File: config.mk
export PLATFORM = sky130hd
export DESIGN_NAME = atrs_scale
export DESIGN_NICKNAME = d
export VERILOG_FILES = /design/src/atrs_pkg.sv /design/src/atrs_scale.sv
export SDC_FILE = /design/constraint.sdc
export NUM_CORES = 2
export LEC_CHECK = 0
export BUFFER_PORTS_ARGS = -buffer_cell sky130_fd_sc_hd__buf_2
export CAP_MARGIN = 20
export CELL_PAD_IN_SITES_DETAIL_PLACEMENT = 1
export CELL_PAD_IN_SITES_GLOBAL_PLACEMENT = 2
export CORE_MARGIN = 2
export CORE_UTILIZATION = 45
export CTS_CLUSTER_DIAMETER = 30
export DETAILED_ROUTE_END_ITERATION = 12
export PLACE_DENSITY = 0.93
export SYNTH_ARGS = -nofsm -noshare
export SYNTH_HDL_FRONTEND = slang
export SYNTH_SLANG_ARGS = --single-unit
File: constraint.sdc
create_clock -name clk_i -period 12.8 [get_ports clk_i]
set_input_delay 1.28 -clock clk_i [delete_from_list [all_inputs] [get_ports clk_i]]
set_output_delay 1.28 -clock clk_i [all_outputs]
set_load 0.01 [all_outputs]
File: src/atrs_pkg.sv
// shared types, constants and the arctangent table of the trs matrix builder
package atrs_pkg;

  // cordic depth as built, capped at the size of the arctangent table
  localparam int unsigned CordicStages = 16;
  localparam int unsigned TableLen     = 24;
  localparam int unsigned NumStages    = (CordicStages > TableLen) ? TableLen : CordicStages;
  localparam int unsigned StageIdxW    = $clog2(TableLen);

  // angle constants in q9.7 degrees
  localparam int FullTurn    = 46080;
  localparam int HalfTurn    = 23040;
  localparam int QuarterTurn = 11520;

  // 0.6072529350088813 in q2.30, the inverse cordic gain
  localparam int InvGainQ30 = 652032874;

  localparam int unsigned XyW   = 34;  // q2.30 with guard bits
  localparam int unsigned ZW    = 33;  // 2^-24 degree units
  localparam int unsigned TrigW = 17;  // q1.15 holding +1.0
  localparam int unsigned ProdW = 34;

  typedef struct packed {
    logic signed [16:0] angle_deg;
    logic signed [15:0] scale_x;
    logic signed [15:0] scale_y;
    logic signed [15:0] shift_x;
    logic signed [15:0] shift_y;
  } req_t;

  typedef struct packed {
    logic signed [15:0] m00;
    logic signed [15:0] m01;
    logic signed [15:0] m02;
    logic signed [15:0] m10;
    logic signed [15:0] m11;
    logic signed [15:0] m12;
  } res_t;

  // what travels from cell to cell
  typedef struct packed {
    logic signed [XyW-1:0] x;
    logic signed [XyW-1:0] y;
    logic signed [ZW-1:0]  z;
    logic                  flip;
    logic signed [15:0]    scale_x;
    logic signed [15:0]    scale_y;
    logic signed [15:0]    shift_x;
    logic signed [15:0]    shift_y;
  } cordic_t;

  // atan(2^-i) in degrees, units of 2^-24 degree, rounded to nearest
  function automatic logic signed [ZW-1:0] atan_deg(input logic [StageIdxW-1:0] idx);
    logic signed [ZW-1:0] v;
    case (idx)
      5'd0:    v = 33'sd754974720;
      5'd1:    v = 33'sd445687602;
      5'd2:    v = 33'sd235489088;
      5'd3:    v = 33'sd119537938;
      5'd4:    v = 33'sd60000934;
      5'd5:    v = 33'sd30029717;
      5'd6:    v = 33'sd15018523;
      5'd7:    v = 33'sd7509720;
      5'd8:    v = 33'sd3754917;
      5'd9:    v = 33'sd1877466;
      5'd10:   v = 33'sd938734;
      5'd11:   v = 33'sd469367;
      5'd12:   v = 33'sd234684;
      5'd13:   v = 33'sd117342;
      5'd14:   v = 33'sd58671;
      5'd15:   v = 33'sd29335;
      5'd16:   v = 33'sd14668;
      5'd17:   v = 33'sd7334;
      5'd18:   v = 33'sd3667;
      5'd19:   v = 33'sd1833;
      5'd20:   v = 33'sd917;
      5'd21:   v = 33'sd458;
      5'd22:   v = 33'sd229;
      5'd23:   v = 33'sd115;
      default: v = '0;
    endcase
    return v;
  endfunction

endpackage

File: src/atrs_scale.sv
// sine and cosine rounding, the four products and the output register
module atrs_scale (
  input  logic              clk_i,
  input  logic              rst_ni,
  input  logic              en_i,
  input  logic              valid_i,
  input  atrs_pkg::cordic_t data_i,
  output logic              valid_o,
  output atrs_pkg::res_t    res_o
);

  localparam int unsigned TW = atrs_pkg::TrigW;
  localparam int unsigned PW = atrs_pkg::ProdW;
  localparam int unsigned XW = atrs_pkg::XyW;

  logic signed [XW-1:0] cos_r, sin_r;
  logic signed [TW-1:0] cos_c, sin_c, cos_d, sin_d;
  logic signed [TW-1:0] cos_q, sin_q;
  logic signed [15:0]   sx_q, sy_q, tx_q, ty_q;
  logic                 trig_valid_q;

  logic signed [PW-1:0] p00_d, p01_d, p10_d, p11_d;
  logic signed [PW-1:0] p00_q, p01_q, p10_q, p11_q;
  logic signed [15:0]   tx2_q, ty2_q;
  logic                 prod_valid_q;

  logic                 valid_q;
  atrs_pkg::res_t       res_d, res_q;

  // q2.30 to q1.15, round half up, clamp to plus or minus one
  function automatic logic signed [TW-1:0] to_q15(input logic signed [XW-1:0] v);
    logic signed [XW-1:0] r;
    logic signed [TW-1:0] o;
    r = (v + XW'(16384)) >>> 15;
    if (r > XW'(32768)) begin
      o = TW'(32768);
    end else if (r < -XW'(32768)) begin
      o = -TW'(32768);
    end else begin
      o = TW'(r);
    end
    return o;
  endfunction

  // q9.23 to q8.8, round half up, saturate
  function automatic logic signed [15:0] to_q88(input logic signed [PW-1:0] p);
    logic signed [PW-1:0] r;
    logic signed [15:0]   o;
    r = (p + PW'(16384)) >>> 15;
    if (r > PW'(32767)) begin
      o = 16'sh7fff;
    end else if (r < -PW'(32768)) begin
      o = 16'sh8000;
    end else begin
      o = 16'(r);
    end
    return o;
  endfunction

  assign cos_r = data_i.x;
  assign sin_r = data_i.y;
  assign cos_c = to_q15(cos_r);
  assign sin_c = to_q15(sin_r);
  assign cos_d = data_i.flip ? -cos_c : cos_c;
  assign sin_d = data_i.flip ? -sin_c : sin_c;

  always_comb begin
    p00_d = PW'(sx_q) * PW'(cos_q);
    p01_d = -(PW'(sy_q) * PW'(sin_q));
    p10_d = PW'(sx_q) * PW'(sin_q);
    p11_d = PW'(sy_q) * PW'(cos_q);
  end

  always_comb begin
    res_d.m00 = to_q88(p00_q);
    res_d.m01 = to_q88(p01_q);
    res_d.m02 = tx2_q;
    res_d.m10 = to_q88(p10_q);
    res_d.m11 = to_q88(p11_q);
    res_d.m12 = ty2_q;
  end

  always_ff @(posedge clk_i or negedge rst_ni) begin
    if (!rst_ni) begin
      trig_valid_q <= 1'b0;
      prod_valid_q <= 1'b0;
      valid_q      <= 1'b0;
    end else if (en_i) begin
      trig_valid_q <= valid_i;
      prod_valid_q <= trig_valid_q;
      valid_q      <= prod_valid_q;
    end
  end

  always_ff @(posedge clk_i) begin
    if (en_i) begin
      cos_q <= cos_d;
      sin_q <= sin_d;
      sx_q  <= data_i.scale_x;
      sy_q  <= data_i.scale_y;
      tx_q  <= data_i.shift_x;
      ty_q  <= data_i.shift_y;
      p00_q <= p00_d;
      p01_q <= p01_d;
      p10_q <= p10_d;
      p11_q <= p11_d;
      tx2_q <= tx_q;
      ty2_q <= ty_q;
      res_q <= res_d;
    end
  end

  assign valid_o = valid_q;
  assign res_o   = res_q;

endmodule

==> impl_metrics.json <==
{
  "synth-edff-count": 303,
  "async_flop_share_pct": 0.980,
  "syn_to_final_growth_pct": 9.83,
  "cp.arrival_ps": 7920,
  "ys_seq_elements": 306,
  "placed_cells_incl_taps": 6922,
  "pin_count": 267,
  "first_pass_iters": 4,
  "die_w_microns": 348,
  "syn-instance-count": 5346,
  "tns_ps": 0,
  "numClockSinks": 306,
  "end_kind": "register",
  "synth_cell_type_count": 82,
  "crit_type": "register to register",
  "design.core.area_sq_mm": 0.118,
  "num_vias": 37000,
  "grt_pass1_vias": 43300,
  "drive_above_1_share_pct": 7.72,
  "r2r_cells": 22,
  "globalplace.congestion": 0.815,
  "globalRouteOverflowTotal": 0,
  "layout_common_cells": "inv_1 (1220), fa_1 (1101), nand2_1 (606), and2_1 (517), ha_1 (355)",
  "hold_class": "input pin to asynchronous set/reset pin",
  "rsz0062_at_grt": "false",
  "worstPathRequired_ps": 13170,
  "ys.flop_type": "edfxtp_1",
  "rows": 126,
  "slew_violations": 0,
  "hpwlAfterDp_microns": 105000,
  "max-slew-margin-rel_pct": 35.7,
  "grt_antenna_before_repair": 3,
  "status": "finished clean",
  "min_period_over_period_pct": 58.9,
  "final_nets": 7087,
  "cts_buffers": 73,
  "worstSkewPairLatency_ps": 670,
  "grt_pass1_wl_microns": 231000,
  "antenna_left": 0,
  "max_freq_mhz": 133,
  "syn-num-nets": 6972,
  "start_util_pct": 45.2,
  "utilization_pct": 49.7,
  "nFillCells": 13200,
  "reg2reg_slack_ps": 5250,
  "htree_levels": 3,
  "final_cell_count_no_fill": 7057,
  "tightest_slew_ps": 965,
  "setup_viol": 0,
  "drc_errors": 0,
  "clockRootBuffer": "clkbuf_16",
  "die_area_sq_mm": 0.121,
  "n_antenna_cell": 0,
  "cts_resized": 0,
  "cts_setup_buffers": 0,
  "min_period_ps": 7550,
  "mostFrequentLayoutCell": "inv_1",
  "clkTransAtPathRegs_ps": 50,
  "cts_tree": "done",
  "grt_util_all_layers_pct": 24.2,
  "initialDrtViolationCount": 1489,
  "clockBufferDepth": 3,
  "start_kind": "register",
  "wl_microns": 140000,
  "cp_max_fo": 22,
  "die_y_microns": 348,
  "skew_ps": 56.7,
  "avgSynthCellArea_sq_um": 9.95,
  "timing.rr.end": "p11_q[32]$_DFFE_PP_",
  "synth-seq-area-share_pct": 17.3,
  "maxCapViolations": 0,
  "hold_buffers": 0,
  "grt_max_degree": 109,
  "reg2reg_from": "sy_q[15]$_DFFE_PP_",
  "yosys_warnings": 0,
  "wl_per_cell_microns": 19.9,
  "final_hold_viol_count": 0,
  "routed_via_density": 5.25,
  "portBuffers": 205,
  "syn_area_sq_mm": 0.0532
}
[synth_stat cells, types with 11 or more instances]
cell	instances	area (sq um)
clkbuf_1	220	826
edfxtp_1	303	9100
a21oi_1	86	430
nor2_1	151	567
ha_1	355	4440
a211oi_1	11	82.6
o21a_1	21	158
or3_1	13	81.3
nor3_1	30	150
fa_1	1101	22000
and2_1	517	3230
nand2b_1	24	150
xnor2_1	130	1140
o21ai_0	120	601
and3_1	38	238
nand2_1	606	2270
inv_1	1220	4580
a21o_1	26	195
nand3_1	72	360
xor2_1	95	832
o211ai_1	12	90.1
a31oi_1	12	75.1
nand4_1	29	181
[layer usage]
metal	share of wire, %	GRT usage (%)	vias to the layer above
li1	-	-	16300
met1	41	30.8	19600
met2	51	43.1	868
met3	4.8	2.91	222
met4	2.5	7.10	0
met5	0	0	-
[sequential cells by signal, indices dropped and copies added, names as in the netlist]
| register | count |
|---|---|
| ty2_q | 16 |
| tx2_q | 16 |
| tx_q | 16 |
| sin_q | 17 |
| valid_o | 1 |
| p10_q | 19 |
| prod_valid_q | 1 |
| ty_q | 16 |
| cos_q | 17 |
| p00_q | 19 |
| sx_q | 16 |
| sy_q | 16 |
| p01_q | 20 |
| trig_valid_q | 1 |
| p11_q | 19 |
| res_o | 96 |
[critical path: stages, from the launching register on]
cell      delay [ps]
edfxtp_1         360
buf_4            210
inv_1            270
buf_4            400
nor2_1           100
fa_1             520
fa_1             430
fa_1             540
fa_1             450
fa_1             510
inv_1             50
fa_1             530
inv_1             70
ha_1             330
a21o_1           170
a221oi_1         370
nor4b_1          500
a211oi_1         190
o21ai_0          380
o31ai_1          190
a211o_1          330
a21oi_1          230
xnor2_1          100
[cells by family (layout without fill, tap and decap cells)]
logic type	after synthesis	after routing	synth area share, %
and+or+nand+nor	1531	1531	14.4
buffers and inverters	1459	1634	10.4
adders and majority gates	1456	1456	49.8
AOI/OAI and AO/OA	361	361	4.31
DFF	306	306	17.3
xor gates and xnor gates	225	225	3.71
muxes	8	8	0.160
[final cells by class]
class	count	area, sq um	area share (%)
clock buffer	79	1860	3.18
clock inverter	56	805	1.38
inverter	1222	4590	7.85
multi-input combinational	3581	38500	65.9
sequential	306	9170	15.7
tap	1536	1920	3.29
timing repair buffer	277	1580	2.70
[through the flow]
stage / hold WS [ps] / setup WS, ps / area, sq um
floorplan: 400 / 6460 / 53200
global placement: 400 / 5560 / 55700
detailed placement: 406 / 5420 / 55700
CTS: 360 / 5340 / 58400
global route: 378 / 4980 / 58400
finish: 405 / 5250 / 58400
[how the worst max path moves through the flow]
stage / endpoint / cells past startpoint / startpoint / slack (ps)
after floorplan: p10_q[32]$_DFFE_PP_ / 21 / sx_q[1]$_DFFE_PP_ / 6460
after CTS: p11_q[32]$_DFFE_PP_ / 22 / sy_q[15]$_DFFE_PP_ / 5340
final: p11_q[32]$_DFFE_PP_ / 22 / sy_q[15]$_DFFE_PP_ / 5250
after global routing: p11_q[32]$_DFFE_PP_ / 22 / sy_q[15]$_DFFE_PP_ / 4980
after detailed placement: p11_q[32]$_DFFE_PP_ / 22 / sy_q[15]$_DFFE_PP_ / 5420
after global placement: p11_q[32]$_DFFE_PP_ / 22 / sy_q[15]$_DFFE_PP_ / 5560
Power is left out: the tool's default activity adds up to more than one toggle a clock period on the data nets, which glitch-free logic cannot reach.
