$ cat config.mk
export PLATFORM = sky130hd
export DESIGN_NAME = atrs_cell
export DESIGN_NICKNAME = d
export VERILOG_FILES = /design/src/atrs_pkg.sv /design/src/atrs_cell.sv
export SDC_FILE = /design/constraint.sdc
export NUM_CORES = 1
export LEC_CHECK = 0
export BUFFER_PORTS_ARGS = -buffer_cell sky130_fd_sc_hd__buf_2
export CAP_MARGIN = 15
export CORE_ASPECT_RATIO = 1.75
export CORE_MARGIN = 5
export CORE_UTILIZATION = 62
export DETAILED_ROUTE_END_ITERATION = 8
export HOLD_SLACK_MARGIN = 0.1
export PLACE_DENSITY = 0.84
export SLEW_MARGIN = 20
export SYNTH_ARGS = -nofsm -noshare
export SYNTH_HDL_FRONTEND = slang
export SYNTH_SLANG_ARGS = --single-unit
$ cat constraint.sdc
create_clock -name clk_i -period 1.46 [get_ports clk_i]
set_clock_uncertainty 0.15 [all_clocks]
set_input_delay 0.292 -clock clk_i [delete_from_list [all_inputs] [get_ports clk_i]]
set_output_delay 0.292 -clock clk_i [all_outputs]
set_load 0.03 [all_outputs]
$ cat src/atrs_pkg.sv
// shared types, constants and the arctangent table of the trs matrix builder
package atrs_pkg;

  // cordic depth as built, capped at the size of the arctangent table
  localparam int unsigned CordicStages = 16;
  localparam int unsigned TableLen     = 24;
  localparam int unsigned NumStages    = (CordicStages > TableLen) ? TableLen : CordicStages;
  localparam int unsigned StageIdxW    = $clog2(TableLen);

  // angle constants in q9.7 degrees
  localparam int FullTurn    = 46080;
  localparam int HalfTurn    = 23040;
  localparam int QuarterTurn = 11520;

  // 0.6072529350088813 in q2.30, the inverse cordic gain
  localparam int InvGainQ30 = 652032874;

  localparam int unsigned XyW   = 34;  // q2.30 with guard bits
  localparam int unsigned ZW    = 33;  // 2^-24 degree units
  localparam int unsigned TrigW = 17;  // q1.15 holding +1.0
  localparam int unsigned ProdW = 34;

  typedef struct packed {
    logic signed [16:0] angle_deg;
    logic signed [15:0] scale_x;
    logic signed [15:0] scale_y;
    logic signed [15:0] shift_x;
    logic signed [15:0] shift_y;
  } req_t;

  typedef struct packed {
    logic signed [15:0] m00;
    logic signed [15:0] m01;
    logic signed [15:0] m02;
    logic signed [15:0] m10;
    logic signed [15:0] m11;
    logic signed [15:0] m12;
  } res_t;

  // what travels from cell to cell
  typedef struct packed {
    logic signed [XyW-1:0] x;
    logic signed [XyW-1:0] y;
    logic signed [ZW-1:0]  z;
    logic                  flip;
    logic signed [15:0]    scale_x;
    logic signed [15:0]    scale_y;
    logic signed [15:0]    shift_x;
    logic signed [15:0]    shift_y;
  } cordic_t;

  // atan(2^-i) in degrees, units of 2^-24 degree, rounded to nearest
  function automatic logic signed [ZW-1:0] atan_deg(input logic [StageIdxW-1:0] idx);
    logic signed [ZW-1:0] v;
    case (idx)
      5'd0:    v = 33'sd754974720;
      5'd1:    v = 33'sd445687602;
      5'd2:    v = 33'sd235489088;
      5'd3:    v = 33'sd119537938;
      5'd4:    v = 33'sd60000934;
      5'd5:    v = 33'sd30029717;
      5'd6:    v = 33'sd15018523;
      5'd7:    v = 33'sd7509720;
      5'd8:    v = 33'sd3754917;
      5'd9:    v = 33'sd1877466;
      5'd10:   v = 33'sd938734;
      5'd11:   v = 33'sd469367;
      5'd12:   v = 33'sd234684;
      5'd13:   v = 33'sd117342;
      5'd14:   v = 33'sd58671;
      5'd15:   v = 33'sd29335;
      5'd16:   v = 33'sd14668;
      5'd17:   v = 33'sd7334;
      5'd18:   v = 33'sd3667;
      5'd19:   v = 33'sd1833;
      5'd20:   v = 33'sd917;
      5'd21:   v = 33'sd458;
      5'd22:   v = 33'sd229;
      5'd23:   v = 33'sd115;
      default: v = '0;
    endcase
    return v;
  endfunction

endpackage

$ cat src/atrs_cell.sv
// one cordic rotation cell of the chain
module atrs_cell (
  input  logic                                clk_i,
  input  logic                                rst_ni,
  input  logic                                en_i,
  input  logic [atrs_pkg::StageIdxW-1:0]      stage_i,
  input  logic                                valid_i,
  input  atrs_pkg::cordic_t                   data_i,
  output logic                                valid_o,
  output atrs_pkg::cordic_t                   data_o
);

  logic signed [atrs_pkg::XyW-1:0] dx, dy;
  logic signed [atrs_pkg::ZW-1:0]  atan_v;
  logic                            valid_q;
  atrs_pkg::cordic_t               data_d, data_q;

  assign dx     = data_i.y >>> stage_i;
  assign dy     = data_i.x >>> stage_i;
  assign atan_v = atrs_pkg::atan_deg(stage_i);

  always_comb begin
    data_d = data_i;
    if (!data_i.z[atrs_pkg::ZW-1]) begin
      data_d.x = data_i.x - dx;
      data_d.y = data_i.y + dy;
      data_d.z = data_i.z - atan_v;
    end else begin
      data_d.x = data_i.x + dx;
      data_d.y = data_i.y - dy;
      data_d.z = data_i.z + atan_v;
    end
  end

  always_ff @(posedge clk_i or negedge rst_ni) begin
    if (!rst_ni) begin
      valid_q <= 1'b0;
    end else if (en_i) begin
      valid_q <= valid_i;
    end
  end

  always_ff @(posedge clk_i) begin
    if (en_i) begin
      data_q <= data_d;
    end
  end

  assign valid_o = valid_q;
  assign data_o  = data_q;

endmodule

==> flow_summary.toml, run 1 <==
[clocking]
htreeDepth = 4
cts_sinks = 167
cts_hold_buf = 68
cts_resized = 681
postCtsSetupRepairBufs = 137
clockRootBuffer = "clkbuf_16"
numCtsBuffers = 17
cts_max_path_buffers = 2

[logic_synthesis]
ys_async_sr_fraction_pct = 0.5988
synth_edf_count = 166
ys_seq_elements = 167
synthesis.area_um2 = 17970
synth.distinct_cells = 96
yosys_warnings = 0
ys_seq_area_share_pct = 27.88
yosys_most_used_dff = "edfxtp_1"
syn_inst = 1883
syn_nets = 2169
avgSynthCellArea_um2 = 9.544

[die]
fp.dieW_um = 138.7
initial_core_util_pct = 62.78
pin_count = 342
die_h_um = 235.2
placementRows = 82

[run_status]
stop_stage = "4_1_cts"
status = "aborted with a tool error"
tool.error = "[ERROR DPL-0038] Utilization greater than 100%, impossible to legalize"

[place]
dp_hpwl_um = 71220
place_area_um2 = 25960
place_congestion = 1.334
portBuffers = 341
post-place-ws_ps = -4384
-- Yosys cell counts, drive strengths merged, types with 8 or more instances --
master,count,area (um2)
o221ai,13,126.4
o211ai,20,150.1
mux2i,61,610.6
o31a,9,78.83
o21a,23,172.7
edfxtp,166,4985
nand2b,31,193.9
xnor2,103,902.1
mux4,85,1918
and2,25,156.4
o22ai,13,81.33
ha,108,1351
xor2,67,586.8
a21oi,147,735.7
inv,52,195.2
a211o,8,70.07
a21o,34,255.2
nor3,35,180.2
nor4,9,81.33
or2,12,75.08
clkbuf,49,185.2
a311oi,9,85.08
nand3,34,170.2
mux2,41,461.7
and3,21,131.4
o21ai,105,525.5
o21bai,15,112.6
nand4,16,106.4
a31oi,37,231.5
buf,64,381.6
nor2b,28,175.2
a21boi,8,60.06
nor2,146,548.0
a211oi,22,175.2
a22oi,12,95.09
nand2,135,506.7
-- metrics by stage --
stage                     cells  setup TNS (ps)  utilization [%]
after detailed placement   3247         -345740            90.70
after global placement     3247         -316650            90.70
after floorplan            1883         -276720                -
-- cell families after synthesis --
family / share of synthesized area, %
compound gates: 20.85
simple gates: 14.23
mux: 16.64
xor+xnor: 8.285
flops: 27.88
buf+inv: 4.261
fa+ha+maj: 7.854
==> inputs of run 2 (changes only) <==
--- a/config.mk
+++ b/config.mk
@@ -7,12 +7,10 @@
 export LEC_CHECK = 0
 export BUFFER_PORTS_ARGS = -buffer_cell sky130_fd_sc_hd__buf_2
 export CAP_MARGIN = 15
-export CORE_ASPECT_RATIO = 1.75
 export CORE_MARGIN = 5
-export CORE_UTILIZATION = 62
+export CORE_UTILIZATION = 40
 export DETAILED_ROUTE_END_ITERATION = 8
-export HOLD_SLACK_MARGIN = 0.1
-export PLACE_DENSITY = 0.84
+export PLACE_DENSITY_LB_ADDON = 0.15
 export SLEW_MARGIN = 20
 export SYNTH_ARGS = -nofsm -noshare
 export SYNTH_HDL_FRONTEND = slang
==> run 2 against run 1 <==
Effect of this change: the flow now finishes, with violations (negative hold slack, negative setup slack); area after synthesis stayed put; synthesized cell count is the same.
==> flow_summary.toml, run 2 <==
[die]
initial_core_util_pct = 40.55
placementRows = 77
core_area_um2 = 44320
dieArea_um2 = 49270
fp.dieW_um = 222.0
die_h_um = 222.0
pin_count = 342

[hold_path]
hp-class = "input port to flop"
hold_path_end = "data_o[65]$_DFFE_PP_"
hp-start = "data_i[65]"
min_path_cells = 2

[pwr]
p_seq_share_pct = 22.3
peakVddDrop_mv = 1.041
leakagePower_nw = 14.11
swShare_pct = 40.91
internal_power_mw = 18.88
clkPwrFrac_pct = 15.1
power_frac_comb_pct = 62.6
netSwitchingPower_mw = 13.07
powerDensity_nw_per_um2 = 996.5

[global_routing]
antenna_found_initial = 1
grt_overflow = 0
grt_max_degree = 55
grt_pass1_vias = 21233
track_usage_pct = 33.10
grt_pass1_wl_um = 127700

[timing]
setup_viol = 260
tightestPinTransition_ps = 826.7
rsz0062_at_grt = "true"
fin_ws_ps = -3679
finalHoldViolations = 1
fin_setup_tns_ps = -284910
hold_ws_ps = -33.04
clock.fmax_ghz = 0.1946
period_minus_slack_ps = 5139
finalCritPeriodShare_pct = 352.0
final_max_slew_viol_count = 0
slew_headroom_pct = 44.30

[setup_path]
end_kind = "flop"
reg2reg_depth = 1
crit_arrival_ps = 5220
r2r-end = "valid_o$_DFFE_PN0P_"
ff2ff_setup_slack_ps = 510
crit_type = "input port to flop"
worstPathMaxFanout = 7
cp-start-kind = "input port"
worstPathRequired_ps = 1540
rr_startpoint = "valid_o$_DFFE_PN0P_"

[logic_synthesis]
syn_inst = 1883
ys_async_sr_fraction_pct = 0.5988
ys_seq_area_share_pct = 27.88
yosys_warnings = 0
synth.most_common_cell = "edfxtp_1"
synth.distinct_cells = 96
synth_top_area_share_pct = 27.74
synth_edf_count = 166
ys_seq_elements = 167
synth_commonest_cells = "edfxtp_1, a21oi_1, nor2_1"
ys_top_cells_by_area = "edfxtp_1, mux4_2, ha_1"
yosys_most_used_dff = "edfxtp_1"
yosysTopAreaCell = "edfxtp_1"
syn_nets = 2169
avgSynthCellArea_um2 = 9.544
synthesis.area_um2 = 17970

[final_layout]
drive_gt1_share_pct = 56.64
n_fill_cell = 3198
fin_util_pct = 72.35
largest_reg_flops = 166
final_common_cell = "buf_4"
area_growth_pct = 78.42
final_cell_mix = "buf_4, buf_6, buf_2"
nets = 3428

[clocking]
htreeDepth = 4
cts_tree = "done"
cts_max_path_buffers = 2
insertion_delay_ps = 490
cts_hold_buf = 69
clockRootBuffer = "clkbuf_16"
path_clk_slew_ps = 80
cts_sinks = 167
numCtsBuffers = 17

[detailed_routing]
drtIter0Drc = 2342
num_vias = 21824
firstDrtPassIters = 6
post-route-drc-count = 0
final_antenna_net_count = 0
drt-wirelength-per-cell_um = 24.45
vias_per_cell = 5.823
routed_wl_um = 91640

[flow_run]
cap_violations = 0

[run_status]
violations = "negative hold slack, negative setup slack"
status = "finished with violations"

[place]
place_congestion = 1.004
post-place-ws_ps = -4296
dp_hpwl_um = 65960
portBuffers = 341
-- run 2: logic make-up (layout without fill, tap and decap cells) --
logic type      Yosys count  in the layout  share of synthesized area (%)
other cells               0              1                              0
compound gates          561            561                          20.85
fa+ha+maj               111            111                          7.854
xor+xnor                170            170                          8.285
simple gates            521            521                          14.23
buf+inv                 166           1438                          4.261
flops                   167            167                          27.88
mux                     187            187                          16.64
-- run 2: metrics by stage --
stage	std cells	power (mW)	instance area, um2
5_1_grt	3748	33.31	32060
3_5_place_dp	3526	22.62	26820
2_1_floorplan	1883	15.72	18570
4_1_cts	3684	28.76	29420
3_3_place_gp	3526	22.41	26820
6_report	3748	31.95	32060
-- run 2: cell type report --
| type | instances | area [um2] | area share [%] |
|---|---|---|---|
| Inverter | 53 | 216.5 | 0.6751 |
| Tap cell | 592 | 740.7 | 2.310 |
| Clock buffer | 18 | 429.2 | 1.338 |
| Antenna cell | 1 | 2.502 | 0.007804 |
| Clock inverter | 14 | 157.7 | 0.4917 |
| Timing Repair Buffer | 1353 | 11230 | 35.02 |
| Sequential cell | 167 | 5010 | 15.62 |
| Multi-Input combinational cell | 1550 | 14280 | 44.53 |
-- run 2: power by group through the flow --
stage	logic, mW	registers [mW]	clock network [mW]
after global placement	15.5	6.89	0
after detailed placement	15.7	6.92	0
final	20.0	7.13	4.83
after CTS	17.1	6.87	4.84
after global routing	21.0	7.19	5.12
after floorplan	6.82	8.90	0
-- run 2: worst max-delay path, cell delays in order --
cell and delay, ps:
buf_16 130, buf_4 180, or3b_1 480, nand3_1 140, o21ai_0 310, a221o_1 560
and4b_1 240, and2_1 170, and2_4 170, buf_4 130, or4_1 390, o211ai_1 100
ha_1 280, nand2_2 100, nor2_2 50, and3_4 150, and3_1 180, a311o_1 390
a21oi_2 260, nor2b_1 220, o21ai_1 120, xor2_1 160
-- run 2: worst max-delay path by stage --
stage                     startpoint                    end  slack (ps)  cells past startpoint
final                     stage_i[1]  data_o[163]$_DFFE_PP_       -3680                     22
after global routing      stage_i[0]  data_o[164]$_DFFE_PP_       -3810                     25
after CTS                 stage_i[0]  data_o[163]$_DFFE_PP_       -3380                     24
after detailed placement  stage_i[0]  data_o[129]$_DFFE_PP_       -4300                     23
after global placement    stage_i[0]  data_o[131]$_DFFE_PP_       -4310                     23
after floorplan           stage_i[0]  data_o[163]$_DFFE_PP_       -3580                     24
-- run 2: timing repair --
item,4_1_cts,5_1_grt
pin swaps,88,203
setup endpoints to repair,268,268
gates resized for setup,215,684
buffers inserted,58,76
hold endpoints to repair,72,1
gates cloned,2,1
-- run 2: metal layers --
layer / global-route usage (%) / share of wire, %
met5: 0 / 0
met4: 10.44 / 3.7
met3: 5.799 / 7.7
met2: 54.37 / 48
met1: 44.74 / 41
No activity file was read; power rests on OpenSTA's default activity.
